File: config.mk
export PLATFORM = sky130hd
export DESIGN_NAME = psvf_sin
export DESIGN_NICKNAME = d
export VERILOG_FILES = /design/src/design/psvf_pkg.sv /design/src/design/psvf_sin.sv
export SDC_FILE = /design/constraint.sdc
export NUM_CORES = 1
export LEC_CHECK = 0
export BUFFER_PORTS_ARGS = -buffer_cell sky130_fd_sc_hd__clkbuf_2
export CAP_MARGIN = 20
export CORE_MARGIN = 1.5
export CORE_UTILIZATION = 50
export DETAILED_ROUTE_END_ITERATION = 12
export PLACE_DENSITY = 0.69
export SLEW_MARGIN = 20
export SYNTH_ARGS = -nofsm -noshare
export SYNTH_HDL_FRONTEND = slang
export SYNTH_SLANG_ARGS = --single-unit
File: constraint.sdc
create_clock -name clk -period 25.5 [get_ports clk]
set_input_delay 5.1 -clock clk [delete_from_list [all_inputs] [get_ports clk]]
set_output_delay 5.1 -clock clk [all_outputs]
set_load 0.01 [all_outputs]
File: src/design/psvf_pkg.sv
package psvf_pkg;

  // Swirl shapes selected by the swirl_type register.
  typedef enum logic [2:0] {
    SW_NONE       = 3'd0,
    SW_SIN_CURL   = 3'd1,
    SW_COS_CURL   = 3'd2,
    SW_SINCOS     = 3'd3,
    SW_COSSIN     = 3'd4,
    SW_SIN_OF_COS = 3'd5,
    SW_COS_OF_SIN = 3'd6
  } swirl_t;

  // Configuration register indexes.
  localparam logic [2:0] REG_SWIRL_TYPE = 3'd0;
  localparam logic [2:0] REG_H_PAMP     = 3'd1;
  localparam logic [2:0] REG_V_PAMP     = 3'd2;
  localparam logic [2:0] REG_H_FREQ     = 3'd3;
  localparam logic [2:0] REG_V_FREQ     = 3'd4;
  localparam logic [2:0] REG_H_SAMP     = 3'd5;
  localparam logic [2:0] REG_V_SAMP     = 3'd6;

  // Reciprocal of two pi in Q32.
  localparam logic [29:0] INV_TWO_PI = 30'd683565276;

  // Polynomial sine coefficients, Q14.
  localparam logic [14:0] SIN_A = 15'd25736;
  localparam logic [13:0] SIN_B = 14'd10512;
  localparam logic [10:0] SIN_C = 11'd1160;

  localparam logic [15:0] QTR_TURN = 16'h4000;

endpackage

File: src/design/psvf_sin.sv
module psvf_sin
  import psvf_pkg::*;
(
  input  logic               clk,
  input  logic               en,
  input  logic [15:0]        phase,
  output logic signed [15:0] sin_out
);

  logic [14:0] t_in;
  logic [29:0] tt;
  logic [14:0] t0, t2_0, t1, t2_1, t2r;
  logic        neg0, neg1, neg2;
  logic [25:0] m1;
  logic [13:0] r1;
  logic [28:0] m2;
  logic [14:0] r2;
  logic [29:0] m3;

  // Fold the phase into the first quadrant.
  always_comb begin
    t_in = phase[14] ? (15'd16384 - {1'b0, phase[13:0]}) : {1'b0, phase[13:0]};
    tt   = t_in * t_in;
    m1   = t2_0 * SIN_C;
    m2   = t2_1 * r1;
    m3   = t2r * r2;
  end

  // Four stages, one multiply each.
  always_ff @(posedge clk) begin
    if (en) begin
      t0      <= t_in;
      t2_0    <= tt[28:14];
      neg0    <= phase[15];
      t1      <= t0;
      t2_1    <= t2_0;
      r1      <= SIN_B - m1[25:14];
      neg1    <= neg0;
      t2r     <= t1;
      r2      <= SIN_A - m2[28:14];
      neg2    <= neg1;
      sin_out <= neg2 ? -$signed(m3[29:14]) : $signed(m3[29:14]);
    end
  end

endmodule

==> out/qor.csv <==
metric,value,unit
status,"finished, final reports clean",
gr-usage-all-layers,21.1,%
rsz0062_at_grt,no,
synthDominantAreaCellType,sky130_fd_sc_hd__fa_1,
finalClockSkew,18.8,ps
drt-wirelength-per-cell,15.6,um
final_std_cells_w_o_fill,3320,
antenna_found_initial,0,
grt_pass1_vias,19300,
cts.root.buffer_cell,sky130_fd_sc_hd__clkbuf_16,
placedCellCount,3288,
clock_sinks,123,
maximum_number_of_pins_on_one_net_before_global_route_repair,83,
max_slew.worst_pin.slew,1030,ps
io_buffer_count,33,
layout-drive-gt1-share,3.44,%
detailedRoute.firstIterationViolations,815,
cts-htree-levels,4,
synth_top_cells_by_area,"sky130_fd_sc_hd__fa_1 36%, sky130_fd_sc_hd__ha_1 16%, sky130_fd_sc_hd__edfxtp_1 15%",
grt_pass1_wl,89700,um
clock_tree_from_tritoncts,built,
die_height,229,um
yosys_warnings,0,
fp.dieArea,52300,um2
std_cell_rows,82,
cts_setup_buffers,0,
number_of_synthesized_register_bits,123,
area_growth_syn_to_layout,5.40,%
fin_tns_setup,0,ps
worst-endpoint-required,25700,ps
design.core.area,50200,um2
placer_s_final_routability_congestion_estimate,0.889,
post_synth_num_cell_types,70,
final_nets,3433,
pin_count,34,
crit_end_category,flop,
clock_tree.buffer_depth,2,
crit_path_start_kind,primary input,
post_cts_hold_fix_bufs,0,
cts.clk_slew.worst_paths,60,ps
finalWorstPathRequiredPeriod,12710,ps
cp.arrival,12910,ps
postSynthCellCount,2644,
achievable-frequency,78.7,MHz
detailed_place_hpwl,43400,um
globalRoute.totalOverflow,0,
place_area,26300,um2
synth_top_area_share,36.2,%
slew_headroom,31.4,%
final-setup-viol-count,0,
detail-route-antenna-nets,0,
detail_route.first_pass.iterations,5,
finalCritPeriodShare,49.8,%
die_x,229,um
synth_edf_count,123,
netlist_area,25500,um2
worstPathMaxFanout,12,
maxCapViolCount,0,
synth_flop_cell,sky130_fd_sc_hd__edfxtp_1,
avgSynthCellArea,9.63,um2
ys_async_sr_fraction,0,%
routed_via_density,5.20,
route.final.wire_length,51700,um
cts_repair_resize_count,0,
initial_core_util,50.8,%
via_count,17300,
final_area,26800,um2
synth_sequential_area_ratio,14.5,%
min_path_type,reg -> reg,
clock_latency,450,ps
maxSlewViolCount,0,
drc,0,
n_antenna_cell,0,
finalHoldViolations,0,
tritoncts.num_buffers,17,
worst-setup-path-type,in -> reg,
-- cells in the mapped netlist (5+ instances only) --
| cell | n |
|---|---|
| sky130_fd_sc_hd__ha_1 | 319 |
| sky130_fd_sc_hd__and3_1 | 6 |
| sky130_fd_sc_hd__xor2_1 | 24 |
| sky130_fd_sc_hd__or3_1 | 5 |
| sky130_fd_sc_hd__nor2b_1 | 14 |
| sky130_fd_sc_hd__nor4_1 | 7 |
| sky130_fd_sc_hd__o211ai_1 | 9 |
| sky130_fd_sc_hd__o21bai_1 | 6 |
| sky130_fd_sc_hd__nand3_1 | 17 |
| sky130_fd_sc_hd__o21a_1 | 11 |
| sky130_fd_sc_hd__nor2_1 | 80 |
| sky130_fd_sc_hd__nor3_1 | 17 |
| sky130_fd_sc_hd__o31ai_1 | 8 |
| sky130_fd_sc_hd__a211o_1 | 6 |
| sky130_fd_sc_hd__nand4_1 | 10 |
| sky130_fd_sc_hd__xnor2_1 | 72 |
| sky130_fd_sc_hd__edfxtp_1 | 123 |
| sky130_fd_sc_hd__inv_1 | 607 |
| sky130_fd_sc_hd__nand2_1 | 328 |
| sky130_fd_sc_hd__o21ai_0 | 32 |
| sky130_fd_sc_hd__and2_1 | 227 |
| sky130_fd_sc_hd__a211oi_1 | 10 |
| sky130_fd_sc_hd__a21o_1 | 26 |
| sky130_fd_sc_hd__fa_1 | 461 |
| sky130_fd_sc_hd__a31oi_1 | 7 |
| sky130_fd_sc_hd__a21oi_1 | 48 |
| sky130_fd_sc_hd__nand2b_1 | 11 |
| sky130_fd_sc_hd__a21boi_0 | 5 |
| sky130_fd_sc_hd__clkbuf_1 | 73 |
-- stage by stage --
stage	hold WS (ps)	setup slack, ps	utilization (%)
final	417	12790	53.5
after floorplan	400	13370	-
after CTS	415	12750	53.5
after global routing	425	12320	53.5
after global placement	400	12600	52.4
after detailed placement	405	12280	52.4
-- state kept, by name (all words and copies together), names as in the netlist --
register  cells
neg1          1
t1           15
t0           15
t2_1         15
neg0          1
r1           14
t2_0         15
t2r          15
sin_out      16
neg2          1
r2           15
-- cell type report --
| type | count | area [um2] |
|---|---|---|
| clock inverter | 14 | 138 |
| fill | 4452 | 23300 |
| inverter | 611 | 2290 |
| clock buffer | 18 | 429 |
| timing repair buffer | 41 | 228 |
| multi-input combinational | 1841 | 19200 |
| tap | 672 | 841 |
| sequential | 123 | 3690 |
-- worst max-delay path, stage by stage --
cell and delay, ps:
sky130_fd_sc_hd__clkbuf_2 220, sky130_fd_sc_hd__inv_1 220, sky130_fd_sc_hd__ha_1 240, sky130_fd_sc_hd__nand2_1 130, sky130_fd_sc_hd__o41ai_1 390, sky130_fd_sc_hd__xor2_1 580, sky130_fd_sc_hd__clkinv_1 490, sky130_fd_sc_hd__nand2_1 250
sky130_fd_sc_hd__fa_1 480, sky130_fd_sc_hd__fa_1 550, sky130_fd_sc_hd__inv_1 60, sky130_fd_sc_hd__fa_1 500, sky130_fd_sc_hd__inv_1 50, sky130_fd_sc_hd__fa_1 520, sky130_fd_sc_hd__inv_1 50, sky130_fd_sc_hd__fa_1 400
sky130_fd_sc_hd__fa_1 470, sky130_fd_sc_hd__ha_1 300, sky130_fd_sc_hd__a21o_1 160, sky130_fd_sc_hd__a21o_1 170, sky130_fd_sc_hd__a21oi_1 180, sky130_fd_sc_hd__a21boi_0 220, sky130_fd_sc_hd__o211ai_1 290, sky130_fd_sc_hd__nand2_1 180
sky130_fd_sc_hd__o41a_1 440, sky130_fd_sc_hd__a21oi_1 180, sky130_fd_sc_hd__xnor2_1 90
-- final timing paths --
kind	depth (start not counted)	to	from	slack [ps]
worst max-delay path	27	t2_0[11]	phase[0]	12790
worst min-delay path	0	t1[13]	t0[13]	420
worst max register to register	28	r2[14]	t2_1[7]	17960
worst min register to register	0	t1[13]	t0[13]	420
-- cell families (layout without fill, tap and decap cells) --
family	Yosys count	count (layout)	share of synthesized area [%]
adders and majority gates	780	780	51.9
and+or+nand+nor	737	737	14.1
buffers and inverters	687	684	10.1
AOI/OAI and AO/OA	213	213	5.79
DFF	123	123	14.5
xor gates and xnor gates	97	97	3.37
muxes	5	5	0.206
other	2	9	0.0295
-- layer usage --
metal / routed length, um / GRT usage, %
met3: 1640 / 2.47
met1: 21700 / 25.5
met4: 1270 / 7.43
met5: 0 / 0
met2: 27100 / 38.7
-- layout by cell type (no fill, tap or decap), types with 10 or more instances in the layout --
| master | n |
|---|---|
| sky130_fd_sc_hd__nand4_1 | 10 |
| sky130_fd_sc_hd__nor2_1 | 80 |
| sky130_fd_sc_hd__clkbuf_2 | 32 |
| sky130_fd_sc_hd__ha_1 | 319 |
| sky130_fd_sc_hd__a21oi_1 | 48 |
| sky130_fd_sc_hd__xnor2_1 | 72 |
| sky130_fd_sc_hd__a211oi_1 | 10 |
| sky130_fd_sc_hd__clkbuf_16 | 17 |
| sky130_fd_sc_hd__nand2_1 | 328 |
| sky130_fd_sc_hd__a21o_1 | 26 |
| sky130_fd_sc_hd__nand3_1 | 17 |
| sky130_fd_sc_hd__nor3_1 | 17 |
| sky130_fd_sc_hd__o21a_1 | 11 |
| sky130_fd_sc_hd__o21ai_0 | 32 |
| sky130_fd_sc_hd__edfxtp_1 | 123 |
| sky130_fd_sc_hd__fa_1 | 461 |
| sky130_fd_sc_hd__inv_1 | 607 |
| sky130_fd_sc_hd__and2_1 | 227 |
| sky130_fd_sc_hd__nand2b_1 | 11 |
| sky130_fd_sc_hd__nor2b_1 | 14 |
| sky130_fd_sc_hd__xor2_1 | 24 |
Power is not shown: default switching activity piles up to over one toggle a cycle in this logic, so the estimate is an artifact.
